**src/rtl/dfr_pkg.sv**
```systemverilog
`timescale 1ns / 1ps
`default_nettype none

package dfr_pkg;

	// Frame store geometry
	localparam int BUF_DEPTH = 32;
	localparam int ADDR_W    = $clog2(BUF_DEPTH);
	localparam int CNT_W     = $clog2(BUF_DEPTH + 1);

	// Character codes
	localparam logic [7:0] NUL_CHAR   = 8'h00;
	localparam logic [7:0] SPACE_CHAR = 8'h20;

	// Register reset values
	localparam logic [7:0] STOP_RESET  = 8'd10;
	localparam logic [7:0] START_RESET = 8'd2;
	localparam logic       MODE_RESET  = 1'b0;
	localparam logic       RECV_RESET  = 1'b1;

	// Register map: index i at byte address 4*i
	localparam int          APB_ADDR_W = 4;
	localparam logic [1:0]  REG_STOP   = 2'd0;
	localparam logic [1:0]  REG_START  = 2'd1;
	localparam logic [1:0]  REG_MODE   = 2'd2;

	typedef enum logic [1:0] {
		ACT_BYTE    = 2'd0,
		ACT_TIMEOUT = 2'd1,
		ACT_READ    = 2'd2,
		ACT_RELEASE = 2'd3
	} action_t;

	typedef enum logic [1:0] {
		ST_IDLE,
		ST_RD_FIRST,
		ST_RD_NEXT
	} state_t;

	typedef struct packed {
		logic [7:0] stop_symbol;
		logic [7:0] start_symbol;
		logic       start_mode;
	} cfg_t;

endpackage

`default_nettype wire

```
**src/rtl/dfr_rx_if.sv**
```systemverilog
`timescale 1ns / 1ps
`default_nettype none

interface dfr_rx_if;
	logic       valid;
	logic       ready;
	logic [1:0] action;
	logic [7:0] rx_byte;

	modport source (output valid, action, rx_byte, input ready);
	modport sink (input valid, action, rx_byte, output ready);
endinterface

`default_nettype wire

```
**src/rtl/dfr_res_if.sv**
```systemverilog
`timescale 1ns / 1ps
`default_nettype none

interface dfr_res_if;
	logic       valid;
	logic       ready;
	logic       frame_status;
	logic       char_valid;
	logic [7:0] char_out;
	logic       last;

	modport source (output valid, frame_status, char_valid, char_out, last, input ready);
	modport sink (input valid, frame_status, char_valid, char_out, last, output ready);
endinterface

`default_nettype wire

```
**src/rtl/dfr_cfg.sv**
```systemverilog
`timescale 1ns / 1ps
`default_nettype none

module dfr_cfg
	import dfr_pkg::*;
(
	input  wire logic                  clk,
	input  wire logic                  arst_n,
	input  wire logic                  psel,
	input  wire logic                  penable,
	input  wire logic                  pwrite,
	input  wire logic [APB_ADDR_W-1:0] paddr,
	input  wire logic [31:0]           pwdata,
	output logic      [31:0]           prdata,
	output logic                       pready,
	output cfg_t                       cfg
);

	cfg_t       cfg_q;
	logic       wr_en;
	logic [1:0] reg_idx;

	assign pready  = 1'b1;
	assign wr_en   = psel && penable && pwrite;
	assign reg_idx = paddr[3:2];
	assign cfg     = cfg_q;

	// Register writes
	always_ff @(posedge clk or negedge arst_n) begin
		if (!arst_n) begin
			cfg_q.stop_symbol  <= STOP_RESET;
			cfg_q.start_symbol <= START_RESET;
			cfg_q.start_mode   <= MODE_RESET;
		end else if (wr_en) begin
			unique case (reg_idx)
				REG_STOP:  cfg_q.stop_symbol  <= pwdata[7:0];
				REG_START: cfg_q.start_symbol <= pwdata[7:0];
				REG_MODE:  cfg_q.start_mode   <= pwdata[0];
				default: ;
			endcase
		end
	end

	// Read-back mux
	always_comb begin
		unique case (reg_idx)
			REG_STOP:  prdata = {24'd0, cfg_q.stop_symbol};
			REG_START: prdata = {24'd0, cfg_q.start_symbol};
			REG_MODE:  prdata = {31'd0, cfg_q.start_mode};
			default:   prdata = 32'd0;
		endcase
	end

endmodule

`default_nettype wire

```
**src/rtl/delimited_frame_receiver.sv**
```systemverilog
// Delimited frame receiver.
// Items enter on the rx channel (action, rx_byte) and results leave on the res
// channel (frame_status, char_valid, char_out, last); both use valid/ready and
// move an item when both are high. Registers sit behind an APB port.
// Byte, timeout and release items give one result, registered: it shows in the
// cycle after the item is taken, and such items can be taken every cycle while
// the result side keeps up, since the output register frees as it is taken.
// A read item streams the stored characters from a 32 x 8 synchronous memory
// with one write port and one registered read port and one-entry lookahead:
// ST_RD_FIRST holds the first entry and fetches the next, then ST_RD_NEXT
// emits one character per cycle while the result side keeps up; the input
// takes no new item until the read has ended.
// Reset clears the count, status and per-entry valid bits at once, so the
// store reads as all zero with no clearing pass; reception starts enabled.
// When the result side stalls, the output register holds its item, the
// stream pauses in place and no new item is taken until it frees.
`timescale 1ns / 1ps
`default_nettype none

module delimited_frame_receiver
	import dfr_pkg::*;
(
	input  wire logic                  clk,
	input  wire logic                  arst_n,
	dfr_rx_if.sink                     rx,
	dfr_res_if.source                  res,
	input  wire logic                  psel,
	input  wire logic                  penable,
	input  wire logic                  pwrite,
	input  wire logic [APB_ADDR_W-1:0] paddr,
	input  wire logic [31:0]           pwdata,
	output logic      [31:0]           prdata,
	output logic                       pready
);

	cfg_t cfg;

	dfr_cfg u_cfg (
		.clk     (clk),
		.arst_n  (arst_n),
		.psel    (psel),
		.penable (penable),
		.pwrite  (pwrite),
		.paddr   (paddr),
		.pwdata  (pwdata),
		.prdata  (prdata),
		.pready  (pready),
		.cfg     (cfg)
	);

	// Control state
	state_t               state_q, state_d;
	logic [CNT_W-1:0]     fill_q, fill_d;
	logic                 recv_q, recv_d;
	logic                 got_q, got_d;
	logic [BUF_DEPTH-1:0] valid_q, valid_d;
	logic                 spaced_q, spaced_d;
	logic [CNT_W-1:0]     rd_idx_q, rd_idx_d;
	logic [7:0]           cur_q, cur_d;

	// Frame store
	logic [7:0]        mem_q [BUF_DEPTH];
	logic [7:0]        rdata_q;
	logic              mem_we, mem_re;
	logic [ADDR_W-1:0] mem_waddr, mem_raddr;
	logic [7:0]        mem_wdata;

	// Output register
	logic       res_valid_q;
	logic       out_load;
	logic       out_status, out_cv, out_last;
	logic [7:0] out_ch;
	logic       st_q, cv_q, last_q;
	logic [7:0] ch_q;
	logic       out_free;

	// Helpers
	action_t          act;
	logic [7:0]       sym;
	logic             at_end;
	logic [7:0]       eff;
	logic [CNT_W-1:0] rd_nxt;

	assign act      = action_t'(rx.action);
	assign sym      = (act == ACT_TIMEOUT) ? cfg.stop_symbol : rx.rx_byte;
	assign out_free = !res_valid_q || res.ready;
	assign at_end   = (rd_idx_q == CNT_W'(BUF_DEPTH));
	assign rd_nxt   = rd_idx_q + CNT_W'(1);

	// Entry value: written data, else space after a read (not entry 0), else zero
	always_comb begin
		if (at_end) begin
			eff = NUL_CHAR;
		end else if (valid_q[rd_idx_q[ADDR_W-1:0]]) begin
			eff = rdata_q;
		end else if (spaced_q && rd_idx_q != '0) begin
			eff = SPACE_CHAR;
		end else begin
			eff = NUL_CHAR;
		end
	end

	// Memory: one write port, one registered read port
	always_ff @(posedge clk) begin
		if (mem_we) begin
			mem_q[mem_waddr] <= mem_wdata;
		end
		if (mem_re) begin
			rdata_q <= mem_q[mem_raddr];
		end
	end

	// Next state and outputs
	always_comb begin
		state_d    = state_q;
		fill_d     = fill_q;
		recv_d     = recv_q;
		got_d      = got_q;
		valid_d    = valid_q;
		spaced_d   = spaced_q;
		rd_idx_d   = rd_idx_q;
		cur_d      = cur_q;
		mem_we     = 1'b0;
		mem_waddr  = fill_q[ADDR_W-1:0];
		mem_wdata  = NUL_CHAR;
		mem_re     = 1'b0;
		mem_raddr  = '0;
		out_load   = 1'b0;
		out_status = got_q;
		out_cv     = 1'b0;
		out_ch     = NUL_CHAR;
		out_last   = 1'b1;
		rx.ready   = 1'b0;

		unique case (state_q)
			ST_IDLE: begin
				rx.ready = out_free;
				if (rx.valid && out_free) begin
					unique case (act) inside
						ACT_BYTE, ACT_TIMEOUT: begin
							if (recv_q) begin
								if (sym == cfg.stop_symbol || fill_q >= CNT_W'(BUF_DEPTH)) begin
									// terminate frame; no terminator slot when full
									if (fill_q < CNT_W'(BUF_DEPTH)) begin
										mem_we                          = 1'b1;
										mem_wdata                       = NUL_CHAR;
										valid_d[fill_q[ADDR_W-1:0]] = 1'b1;
									end
									recv_d = 1'b0;
									fill_d = '0;
									got_d  = 1'b1;
								end else begin
									mem_we                          = 1'b1;
									mem_wdata                       = sym;
									valid_d[fill_q[ADDR_W-1:0]] = 1'b1;
									fill_d                          = fill_q + CNT_W'(1);
								end
							end
							if (cfg.start_mode && sym == cfg.start_symbol) begin
								recv_d = 1'b1;
							end
							out_load   = 1'b1;
							out_status = got_d;
						end
						ACT_READ: begin
							mem_re    = 1'b1;
							mem_raddr = '0;
							rd_idx_d  = '0;
							state_d   = ST_RD_FIRST;
						end
						ACT_RELEASE: begin
							got_d      = 1'b0;
							recv_d     = 1'b1;
							out_load   = 1'b1;
							out_status = 1'b0;
						end
					endcase
				end
			end

			ST_RD_FIRST: begin
				if (eff == NUL_CHAR) begin
					// empty frame: single marker result
					if (out_free) begin
						out_load   = 1'b1;
						valid_d    = '0;
						valid_d[0] = valid_q[0];
						spaced_d   = 1'b1;
						state_d    = ST_IDLE;
					end
				end else begin
					cur_d     = eff;
					rd_idx_d  = rd_nxt;
					mem_re    = 1'b1;
					mem_raddr = rd_nxt[ADDR_W-1:0];
					state_d   = ST_RD_NEXT;
				end
			end

			ST_RD_NEXT: begin
				// emit held char; lookahead entry decides last
				if (out_free) begin
					out_load = 1'b1;
					out_cv   = 1'b1;
					out_ch   = cur_q;
					out_last = at_end || eff == NUL_CHAR;
					if (at_end || eff == NUL_CHAR) begin
						valid_d    = '0;
						valid_d[0] = valid_q[0];
						spaced_d   = 1'b1;
						state_d    = ST_IDLE;
					end else begin
						cur_d     = eff;
						rd_idx_d  = rd_nxt;
						mem_re    = (rd_nxt != CNT_W'(BUF_DEPTH));
						mem_raddr = rd_nxt[ADDR_W-1:0];
					end
				end
			end

			default: state_d = ST_IDLE;
		endcase
	end

	// State register
	always_ff @(posedge clk or negedge arst_n) begin
		if (!arst_n) begin
			state_q <= ST_IDLE;
		end else begin
			state_q <= state_d;
		end
	end

	// Control registers
	always_ff @(posedge clk or negedge arst_n) begin
		if (!arst_n) begin
			fill_q   <= '0;
			recv_q   <= RECV_RESET;
			got_q    <= 1'b0;
			valid_q  <= '0;
			spaced_q <= 1'b0;
			rd_idx_q <= '0;
		end else begin
			fill_q   <= fill_d;
			recv_q   <= recv_d;
			got_q    <= got_d;
			valid_q  <= valid_d;
			spaced_q <= spaced_d;
			rd_idx_q <= rd_idx_d;
		end
	end

	// Lookahead character
	always_ff @(posedge clk) begin
		cur_q <= cur_d;
	end

	// Output register
	always_ff @(posedge clk or negedge arst_n) begin
		if (!arst_n) begin
			res_valid_q <= 1'b0;
		end else if (out_load) begin
			res_valid_q <= 1'b1;
		end else if (res.ready) begin
			res_valid_q <= 1'b0;
		end
	end

	always_ff @(posedge clk) begin
		if (out_load) begin
			st_q   <= out_status;
			cv_q   <= out_cv;
			ch_q   <= out_ch;
			last_q <= out_last;
		end
	end

	assign res.valid        = res_valid_q;
	assign res.frame_status = st_q;
	assign res.char_valid   = cv_q;
	assign res.char_out     = ch_q;
	assign res.last         = last_q;

	// Checks
	a_fill_range: assert property (@(posedge clk) disable iff (!arst_n)
		fill_q <= CNT_W'(BUF_DEPTH))
		else $error("fill count beyond buffer depth");

	a_no_write_in_read: assert property (@(posedge clk) disable iff (!arst_n)
		state_q != ST_IDLE |-> !mem_we)
		else $error("store written during frame read");

	a_release: assert property (@(posedge clk) disable iff (!arst_n)
		(rx.valid && rx.ready && act == ACT_RELEASE) |=> (!got_q && recv_q))
		else $error("release did not clear status and enable reception");

	a_read_done: assert property (@(posedge clk) disable iff (!arst_n)
		(state_q != ST_IDLE && state_d == ST_IDLE) |=>
			(spaced_q && valid_q[BUF_DEPTH-1:1] == '0))
		else $error("read end did not space-fill the store");

	a_nonlast_char: assert property (@(posedge clk) disable iff (!arst_n)
		(res.valid && !res.last) |-> res.char_valid)
		else $error("non-final result without a character");

endmodule

`default_nettype wire
```
**src/flat_wrapper.sv**
```systemverilog
// flat-port wrapper written by rule: the top's interface ports become plain ports
module delimited_frame_receiver_flat import dfr_pkg::*;
  (clk, arst_n, psel, penable, pwrite, paddr, pwdata, prdata, pready, rx_valid, rx_action, rx_rx_byte, rx_ready, res_valid, res_frame_status, res_char_valid, res_char_out, res_last, res_ready);
  dfr_rx_if rx_i ();
  dfr_res_if res_i ();
  input  wire logic clk;
  input  wire logic arst_n;
  input  wire logic psel;
  input  wire logic penable;
  input  wire logic pwrite;
  input  wire logic [APB_ADDR_W-1:0] paddr;
  input  wire logic [31:0] pwdata;
  output logic      [31:0] prdata;
  output logic pready;
  input wire logic [$bits(rx_i.valid)-1:0] rx_valid;
  input wire logic [$bits(rx_i.action)-1:0] rx_action;
  input wire logic [$bits(rx_i.rx_byte)-1:0] rx_rx_byte;
  output wire logic [$bits(rx_i.ready)-1:0] rx_ready;
  output wire logic [$bits(res_i.valid)-1:0] res_valid;
  output wire logic [$bits(res_i.frame_status)-1:0] res_frame_status;
  output wire logic [$bits(res_i.char_valid)-1:0] res_char_valid;
  output wire logic [$bits(res_i.char_out)-1:0] res_char_out;
  output wire logic [$bits(res_i.last)-1:0] res_last;
  input wire logic [$bits(res_i.ready)-1:0] res_ready;
  assign rx_i.valid = rx_valid;
  assign rx_i.action = rx_action;
  assign rx_i.rx_byte = rx_rx_byte;
  assign rx_ready = rx_i.ready;
  assign res_valid = res_i.valid;
  assign res_frame_status = res_i.frame_status;
  assign res_char_valid = res_i.char_valid;
  assign res_char_out = res_i.char_out;
  assign res_last = res_i.last;
  assign res_i.ready = res_ready;
  delimited_frame_receiver u_core (.clk(clk), .arst_n(arst_n), .rx(rx_i), .res(res_i), .psel(psel), .penable(penable), .pwrite(pwrite), .paddr(paddr), .pwdata(pwdata), .prdata(prdata), .pready(pready));
endmodule
```
**config.mk**
```make
export PLATFORM = sky130hd
export DESIGN_NAME = delimited_frame_receiver_flat
export DESIGN_NICKNAME = d
export VERILOG_FILES = /design/src/rtl/dfr_pkg.sv /design/src/rtl/dfr_rx_if.sv /design/src/rtl/dfr_res_if.sv /design/src/rtl/dfr_cfg.sv /design/src/rtl/delimited_frame_receiver.sv /design/src/flat_wrapper.sv
export SDC_FILE = /design/constraint.sdc
export NUM_CORES = 1
export LEC_CHECK = 0
export ABC_AREA = 1
export BUFFER_PORTS_ARGS = -buffer_cell sky130_fd_sc_hd__clkbuf_2
export CORE_MARGIN = 3
export CORE_UTILIZATION = 30
export CTS_CLUSTER_DIAMETER = 150
export CTS_CLUSTER_SIZE = 12
export DETAILED_ROUTE_END_ITERATION = 10
export SLEW_MARGIN = 30
export SYNTH_ARGS = -nofsm -noshare
export SYNTH_HDL_FRONTEND = slang
export SYNTH_SLANG_ARGS = --single-unit
```
**constraint.sdc**
```tcl
create_clock -name clk -period 6.06 [get_ports clk]
set_clock_uncertainty 0.2 [all_clocks]
set_input_delay 0.606 -clock clk [delete_from_list [all_inputs] [get_ports clk]]
set_output_delay 0.606 -clock clk [all_outputs]
set_load 0.01 [all_outputs]
```
==> flow_summary.ini, run 1 <==
[clocking]
numCtsBuffers = 35
clk_pin_slew_worst_paths_ns = 0.06
cts_sinks = 350
clock_latency_ns = 0.52
clock-root-buffer = clkbuf_16
cts_buffer_depth = 3
cts_hold_buf = 0
cts_resized = 0
cts_tree = built
post_cts_buffers = 0
h-tree-depth = 2

[setup_path]
reg2reg_depth = 17
cp.arrival_ns = 4.58
crit_fanout = 38
endpoint_kind = flop
worst-r2r-setup-slack_ns = 1.55
worst_ep_required_time_ns = 6.13
reg2reg_from = u_core.rd_idx_q[0]
startpoint_type = flop
criticalPathCategory = reg -> reg
reg2reg_to = u_core.rdata_q[5]

[final_layout]
final_util_pct = 34.2
fillers = 5523
final_cell_mix = 300 x nand2_1, 283 x edfxtp_1, 271 x inv_1, 201 x nand3_1, 157 x nor2_1
drive_gt1_share_pct = 11.1
syn_to_final_growth_pct = 12.2
diodes = 0
fin_nets = 1822
final_common_cell = nand2_1

[power_and_ir_drop]
irDropWorstVdd_mv = 0.284
leakage_nw = 7.77
p_per_area_nw_per_um2 = 426

[floorplan]
floorplan.initialDensity_pct = 30.5
ios = 99
row_count = 86
dieHeight_microns = 243
dieWidth_microns = 243
die-area_sq_um = 59200
coreArea_sq_um = 55400

[grt]
grtUsageTotal_pct = 14.5
antenna_found_initial = 0
grt_pass1_vias = 11800
grt_max_degree = 82
grt_pass1_wl_microns = 68200
overflow = 0

[routing]
wirelength_microns = 43100
drcViolationCount = 0
vias = 12100
drt_iter0_markers = 959
wire_per_inst_microns = 17.1
drt_pre_antenna_iters = 5
detail-route-antenna-nets = 0
viasPerCell = 4.80

[timing]
rsz0062_at_grt = no
period_minus_slack_ns = 4.51
drv_slew = 0
worstMarginPinSlew_ns = 0.992
slew_headroom_pct = 33.9
finalSetupTns_ns = 0
setup_viol = 0
fmaxAchievable_ghz = 0.222
finalHoldViolCount = 8
holdWs_ns = -0.0317
min_period_over_period_pct = 74.4

[synthesis]
synth_seq_area_share_pct = 60.3
synth_top_area_cell = edfxtp_1
synth_compound_area_share_pct = 8.90
synth-seq-cells = 350
postSynthCellCount = 1746
synth_xor_area_share_pct = 0.519
yosys.cell_types.count = 49
synth_top_area_share_pct = 50.3
yosys.area_share.simple_pct = 19.1
ys_warn_count = 0
yosys-mux-area-fraction_pct = 0.119
netlist_area_sq_um = 16900
synthAdderAreaFrac_pct = 0.741
syn_area_per_cell_sq_um = 9.67
synth_top_family_by_area = simple AND/OR/NAND/NOR gates
yosys-top-cells-area = edfxtp_1 50%, dfrtp_1 9.3%, nand2_1 6.7%, inv_1 6.0%, nand3_1 6.0%

[hold_path]
hp-class = in -> async

[outcome]
violations = hold timing
status = complete, but fails checks

[placement]
port_buffers = 47
place_congestion = 0.829
post-dp-hpwl_microns = 26500

[flow_run]
maxCapViolCount = 0
cell type report:
cell class                 count  area (sq um)  area share [%]
inverter                     280          1050            5.56
tap                          748           936            4.94
timing repair buffer          75           522            2.75
clock inverter                 1          11.3          0.0594
sequential                   350         10200            53.7
multi-input combinational   1017          5270            27.8
clock buffer                  50           975            5.14
per-stage QoR:
stage                     worst slack (ns)  area [sq um]  hold slack, ns  cells  total power (W)
final                                 1.55         18900         -0.0317   2521          0.00807
after global routing                  1.21         18900          0.0343   2521          0.00855
after CTS                             1.58         18900          0.0894   2521          0.00811
after detailed placement              1.60         18000           0.256   2470          0.00611
after global placement                1.30         17700           0.255   2467          0.00597
after floorplan                       2.36         17000           0.110   1769          0.00520
critical path, cell delays in order (launching register included):
cell	delay (ns)
dfrtp_1	0.56
inv_4	0.27
ha_1	0.22
nand4_2	0.17
inv_2	0.21
nor2_1	0.07
o31ai_2	0.32
nand3_4	0.45
o211ai_4	0.39
buf_16	0.21
buf_4	0.40
nand2_1	0.09
nand3_1	0.12
nand3_1	0.08
nand3_1	0.16
nand2_1	0.10
nand2_1	0.09
nand2_1	0.08
state kept, by name, summed over array words and instances (netlist names), 6 cells and up:
register / cells
u_core.mem_q: 256
u_core.valid_q: 32
u_core.u_cfg.cfg: 17
u_core.cur_q: 8
u_core.rdata_q: 8
u_core.res.char_out: 8
u_core.fill_q: 6
u_core.rd_idx_q: 6
cells by family (layout without fill, tap and decap cells):
logic type / Yosys count / in the layout
simple gates: 746 / 746
buf+inv: 402 / 406
flops: 350 / 350
compound gates: 224 / 224
fa+ha+maj: 10 / 10
xor+xnor: 10 / 10
other cells: 2 / 25
mux: 2 / 2
Yosys cell counts, drive strengths merged:
master     n
o22ai      2
nor3b      1
xor2       9
clkinv     1
nand2    301
a21oi     53
conb       2
o32ai      1
inv      279
a31oi     20
o211ai     5
xnor2      1
buf       75
dfstp      4
nor2     172
clkbuf    47
o21ai     60
nor3      45
o31ai      2
edfxtp   283
a22o       2
a21o       1
nand3    204
ha        10
dfrtp     63
nand4      5
a41o       1
or2       17
o2111ai   73
and3       1
mux2i      2
o221ai     1
a211oi     2
a2111oi    1
worst max-delay path by stage:
| stage | from | to | slack (ns) | cells after the start |
|---|---|---|---|---|
| 3_5_place_dp | u_core.rd_idx_q[0] | u_core.rdata_q[1] | 1.60 | 17 |
| 4_1_cts | u_core.rd_idx_q[0] | u_core.rdata_q[7] | 1.58 | 25 |
| 5_1_grt | u_core.rd_idx_q[0] | u_core.rdata_q[7] | 1.21 | 25 |
| 2_1_floorplan | rx_action[1] | u_core.mem_q[0][7] | 2.36 | 10 |
| 6_report | u_core.rd_idx_q[0] | u_core.rdata_q[5] | 1.55 | 17 |
| 3_3_place_gp | u_core.rd_idx_q[0] | u_core.rdata_q[0] | 1.30 | 16 |
routing by layer:
layer	global-route usage [%]	part of all wire (%)	vias up
met5	0	0	-
met4	3.94	1.8	0
met3	2.09	6.6	50
met2	23.7	47	392
met1	20.1	44	5793
li1	-	-	5860
power breakdown:
part | switching (W) | total, W | internal [W] | leakage [nW]
sequential | 0.000140 | 0.00305 | 0.00291 | 3.53
clock | 0.000877 | 0.00199 | 0.00111 | 0.477
combinational | 0.00225 | 0.00303 | 0.000785 | 3.77
No activity file was read; power rests on OpenSTA's default activity.
==> run 2, diff against run 1 <==
==> constraint.sdc (replaced) <==
create_clock -name clk -period 4.2 [get_ports clk]
set_clock_uncertainty 0.2 [all_clocks]
set_input_delay 0.42 -clock clk [delete_from_list [all_inputs] [get_ports clk]]
set_output_delay 0.42 -clock clk [all_outputs]
set_load 0.01 [all_outputs]
==> run 2 against run 1 <==
  * The run now ends clean
  * Sequential cell count unchanged
  * Total power increased by 46%
  * Highest routed layer unchanged
  * Routed wire length increased by 0.42%
  * Die area unchanged
  * Critical endpoint is now u_core.rdata_q[3]
  * Design area increased by 1.7%
  * Clock power increased by 46%
==> flow_summary.ini, run 2 (same netlist as run 1, synthesis figures left out) <==
[hold_path]
whs_path_depth = 4
hp-class = in -> reg
hp-start = res_ready
hold_end = u_core.res.valid

[setup_path]
path_cells = inv_1 -> ha_1 -> nand4_2 -> inv_2 -> nor2_1 -> o31ai_2 -> nand3_4 -> o211ai_4 -> buf_12 -> nand2_1 -> nand3_1 -> nand3_1 -> nand3_1 -> nand2_1 -> nand2_1 -> nand2_1
critPathSlowestCell = dfrtp_1
reg2reg_to = u_core.rdata_q[3]
critical-path-max-stage-delay_ns = 0.51
reg2reg_depth = 16
worst-r2r-setup-slack_ns = 0.37
reg2reg_from = u_core.rd_idx_q[1]
endpoint_kind = flop
cp.arrival_ns = 3.90
startpoint = u_core.rd_idx_q[1]
cpMostUsedCell = nand2_1
criticalPathCategory = reg -> reg
worst_ep_required_time_ns = 4.27
startpoint_type = flop
crit_fanout = 27

[floorplan]
dieHeight_microns = 243
die-area_sq_um = 59200
coreArea_sq_um = 55400
dieWidth_microns = 243
ios = 99
row_count = 86
floorplan.initialDensity_pct = 30.5

[grt]
gr-usage-met2_pct = 23.2
overflow = 0
met3_usage_pct = 2.26
grt.busiest_layer = met2
grt_pass1_vias = 12000
grt_max_degree = 91
grtUsageTotal_pct = 14.4
antenna_found_initial = 0
use_met1_pct = 20.2
grt_pass1_wl_microns = 68400

[timing]
finalSetupTns_ns = 0
setup_viol = 0
min_period_over_period_pct = 91.1
worstMarginPinSlew_ns = 0.888
fmaxAchievable_ghz = 0.261
period_minus_slack_ns = 3.83
rsz0062_at_grt = no
drv_slew = 0
slew_headroom_pct = 40.3
finalHoldViolCount = 0

[final_layout]
fillers = 5557
final_common_cell = nand2_1
largest_reg_flops = 256
final_cells = 2577
syn_to_final_growth_pct = 14.1
multi_input_area_sq_um = 5130
drive_gt1_share_pct = 11.4
diodes = 0
final_cell_mix = 300 x nand2_1, 283 x edfxtp_1, 272 x inv_1, 201 x nand3_1, 158 x nor2_1
seq_area_sq_um = 10200
top_register = u_core.mem_q
fin_nets = 1872

[clocking]
numCtsBuffers = 35
clock_latency_ns = 0.52
cts_tree = built
post_cts_buffers = 0
clk_pin_slew_worst_paths_ns = 0.07
cts_sinks = 350
h-tree-depth = 2
clock-root-buffer = clkbuf_16
cts_buffer_depth = 3

[placement]
place_congestion = 0.842
port_buffers = 47
placed_cells = 2510
post-dp-hpwl_microns = 27200

[routing]
detail-route-antenna-nets = 0
vias = 12300
drt_iter0_markers = 1186
viasPerCell = 4.79
wirelength_microns = 43300
drcViolationCount = 0
drt_pre_antenna_iters = 7
wire_per_inst_microns = 16.8

[power_and_ir_drop]
p_per_area_nw_per_um2 = 610
irDropWorstVdd_mv = 0.559
leakage_nw = 8.04

[outcome]
status = finished, final reports clean

[flow_run]
maxCapViolCount = 0
[run 2: cell count changes in the layout (fill, tap and decap cells not counted), moves of 3 or more]
cell	before	now
nor3_2	29	1
buf_12	1	9
clkbuf_1	13	18
dlygate4sd3_1	0	10
buf_16	3	0
nor3_1	16	44
buf_4	23	59
[run 2: layout make-up]
class                   instances  area share (%)
well taps                     748            4.86
clock buffers                  54            5.03
flip-flops and latches        350            52.9
inverters                     280            5.47
multi-input cells            1017            26.6
clock inverters                 3           0.188
repair buffers                125            4.98
[run 2: metrics by stage]
step	hold slack, ns	instance area, sq um	util (%)	setup slack (ns)	total power (W)
finish	0.113	19300	34.8	0.375	0.0118
global route	0.146	19300	34.8	0.0719	0.0125
CTS	0.0876	19300	34.8	0.403	0.0118
detailed placement	0.178	18200	32.8	0.411	0.00888
global placement	0.247	18100	32.7	0.440	0.00881
floorplan	-0.0756	17000	-	0.690	0.00750
[run 2: how the worst max path moves through the flow]
stage                          to  slack [ns]
2_1_floorplan  u_core.mem_q[0][7]        0.69
3_3_place_gp    u_core.rdata_q[4]        0.44
3_5_place_dp    u_core.rdata_q[2]        0.41
4_1_cts         u_core.rdata_q[4]        0.40
5_1_grt         u_core.rdata_q[4]        0.07
6_report        u_core.rdata_q[3]        0.37
[run 2: power breakdown]
group | internal (W) | leakage [nW] | switching [W]
clock network | 0.00159 | 0.482 | 0.00132
registers | 0.00419 | 3.53 | 0.000177
logic | 0.00120 | 4.03 | 0.00327
[run 2: metal layers]
| metal | share of wire [%] | vias up | wire (microns) |
|---|---|---|---|
| met1 | 45 | 5904 | 19700 |
| li1 | - | 5958 | - |
| met3 | 6.0 | 67 | 2620 |
| met2 | 46 | 417 | 19900 |
| met4 | 2.5 | 0 | 1090 |
| met5 | 0 | - | 0 |
[run 2: critical path, delay by kind of cell, from the launching register on]
family	cells	cell delay, ns
fa+ha+maj	1	0.22
simple gates	10	1.23
buf+inv	3	0.69
flops	1	0.51
compound gates	2	0.69
[run 2: timing repair]
action	4_1_cts	5_1_grt
gates resized for setup	0	0
endpoints found under the hold margin	55	0
hold buffers	10	0
==> run 3, diff against run 2 <==
--- a/config.mk
+++ b/config.mk
@@ -7,6 +7,7 @@
 export LEC_CHECK = 0
 export ABC_AREA = 1
 export BUFFER_PORTS_ARGS = -buffer_cell sky130_fd_sc_hd__clkbuf_2
+export CORE_ASPECT_RATIO = 1.5
 export CORE_MARGIN = 3
 export CORE_UTILIZATION = 30
 export CTS_CLUSTER_DIAMETER = 150
@@ -15,4 +16,5 @@
 export SLEW_MARGIN = 30
 export SYNTH_ARGS = -nofsm -noshare
 export SYNTH_HDL_FRONTEND = slang
+export SYNTH_HIERARCHICAL = 1
 export SYNTH_SLANG_ARGS = --single-unit
==> run 3 against run 2 <==
  * Global-route usage up 0.10 points
  * Sequential cell count unchanged
  * Register-to-register slack worse by 0.05 ns
  * Utilization down 0.13 points
  * Non-clock buffer count down 10
  * Routed wire length down 0.27%
  * Via count down 0.75%
  * Clock-buffer cell count unchanged
  * Die area up 0.50%
  * Clock power down 1%
  * Critical path type unchanged
==> flow_summary.ini, run 3 <==
[final_layout]
top_register = u_core/mem_q
syn_to_final_growth_pct = 14.0
largest_reg_flops = 256
final_cell_mix = 344 x nand2_1, 283 x edfxtp_1, 280 x inv_1, 231 x nand3_1, 153 x nor2_1
final_cells = 2606
drive_gt1_share_pct = 12.2
final_common_cell = nand2_1
fin_nets = 1895
diodes = 0
final_util_pct = 34.6
stdcell_area_sq_um = 19300

[synthesis]
synth_edf_count = 283
synthTopCellsByCount = 344 x nand2_1, 283 x edfxtp_1, 280 x inv_1
ys_warn_count = 6
async_flop_share_pct = 19.1
synth-seq-cells = 350
postSynthCellCount = 1769
ys.flop_type = edfxtp_1
synth_top_area_cell = edfxtp_1
yosys-top-cells-area = edfxtp_1 50%, dfrtp_1 9.3%, nand2_1 7.6%, nand3_1 6.8%, inv_1 6.2%
syn_area_per_cell_sq_um = 9.58
netlist_area_sq_um = 17000
synth_top_area_share_pct = 50.1
synth_seq_area_share_pct = 60.0
yosys.cell_types.count = 53
yosys.cell_count.top_type = nand2_1

[setup_path]
reg2reg_depth = 18
crit_family = simple AND/OR/NAND/NOR gates
critPathSlowestCell = buf_4
endpoint_kind = flop
crit_fanout = 57
path_cells = inv_2 -> nand2_1 -> nand3_1 -> nand3_1 -> nand3_1 -> nand3_2 -> nand3b_1 -> nand3b_2 -> nand3_4 -> buf_4 -> buf_4 -> o2111ai_1 -> nand3_1 -> nand3_1 -> nand3_1 -> nand2_1 -> nand2_1 -> nand2_1
worst-r2r-setup-slack_ns = 0.32
critical-path-max-stage-delay_ns = 0.60
worst_ep_required_time_ns = 4.25
criticalPathCategory = reg -> reg
cp.arrival_ns = 3.93
startpoint_type = flop
cp_num_cells = 18
cpMostUsedCell = nand3_1
path_buf_inv = 3

[timing]
finalHoldViolCount = 0
fmaxAchievable_ghz = 0.258
setup_viol = 0
slew_headroom_pct = 38.6
worstMarginPinSlew_ns = 0.919
holdWs_ns = 0.0721
min_period_over_period_pct = 92.3
rsz0062_at_grt = no
finalSetupTns_ns = 0
period_minus_slack_ns = 3.88
drv_slew = 0

[floorplan]
floorplan.initialDensity_pct = 30.4
dieWidth_microns = 200
ios = 99
row_count = 106
die-area_sq_um = 59500
coreArea_sq_um = 55800
dieHeight_microns = 297

[clocking]
cts_sinks = 350
clock_latency_ns = 0.53
cts_buffer_depth = 3
numCtsBuffers = 35
h-tree-depth = 2
cts_tree = built
post_cts_buffers = 0
clock-root-buffer = clkbuf_16
clk_pin_slew_worst_paths_ns = 0.07

[grt]
met3_usage_pct = 1.54
grt_pass1_vias = 12400
use_met1_pct = 16.4
gr-usage-met2_pct = 26.9
grt_pass1_wl_microns = 68100
overflow = 0
antenna_found_initial = 0
grt_max_degree = 122
grtUsageTotal_pct = 14.5
grt.busiest_layer = met2

[placement]
post-dp-hpwl_microns = 27800
place_congestion = 0.839
dpl-instance-area_sq_um = 18200
placed_cells = 2542
port_buffers = 47

[routing]
drt_pre_antenna_iters = 5
detail-route-antenna-nets = 0
viasPerCell = 4.70
wire_per_inst_microns = 16.6
drcViolationCount = 0
drt_iter0_markers = 817
vias = 12300
wirelength_microns = 43100

[flow_run]
maxCapViolCount = 0

[hold_path]
whs_path_depth = 5
hp-class = in -> reg

[power_and_ir_drop]
irDropWorstVdd_mv = 0.565
leakage_nw = 8.07
p_per_area_nw_per_um2 = 600

[outcome]
status = finished, final reports clean
==> run 3: power by group <==
group,switching (W),internal [W]
Combinational,0.00308,0.00124
Sequential,0.000191,0.00423
Clock,0.00125,0.00162
==> run 3: layout make-up <==
type / instances / area [sq um]
clock buffer: 54 / 990
clock inverter: 1 / 11.3
fill: 5588 / 36500
inverter: 294 / 1110
multi-input combinational: 1036 / 5260
sequential: 350 / 10200
tap: 756 / 946
timing repair buffer: 115 / 832
==> run 3: repair_timing <==
item                       CTS  global route
gates resized for setup      0             3
hold endpoints to repair    60             0
hold buffers                 9             0
setup endpoints to repair    0             8
==> run 3: routing by layer <==
metal	routed length (microns)	vias up	share of wire, %
li1	-	5945	-
met1	16400	5814	38
met2	22700	397	53
met3	1980	97	4.6
met4	2080	0	4.8
met5	0	-	0
==> run 3: metrics by stage <==
step	total power, W	setup slack, ns
floorplan	0.00743	0.712
global placement	0.00866	0.149
detailed placement	0.00877	0.126
CTS	0.0117	0.0987
global route	0.0123	0.00758
finish	0.0116	0.322
==> run 3: cell families after synthesis <==
| kind of cell | count (synthesis) | share of synthesized area [%] |
|---|---|---|
| simple gates | 835 | 21.9 |
| xor+xnor | 11 | 0.568 |
| mux | 3 | 0.177 |
| compound gates | 152 | 6.30 |
| fa+ha+maj | 10 | 0.738 |
| other cells | 2 | 0.0443 |
| buf+inv | 406 | 10.2 |
| flops | 350 | 60.0 |
==> run 3: worst min-delay path, stage by stage <==
cell and delay (ns):
clkbuf_2 0.11, nand3_4 0.11, nor2_8 0.06, nand2_1 0.05, nand2_1 0.05
==> run 3: worst paths after layout <==
kind / end / startpoint
worst max-delay path: u_core/rdata_q[7] / u_core/rd_idx_q[0]
worst min-delay path: u_core/u_cfg/cfg[2] / penable
worst max register to register: u_core/rdata_q[7] / u_core/rd_idx_q[0]
worst min register to register: u_core/valid_q[0] / u_core/valid_q[0]
max in group asynchronous: u_core/u_cfg/cfg[12] / arst_n
min in group asynchronous: u_core/res.valid / arst_n
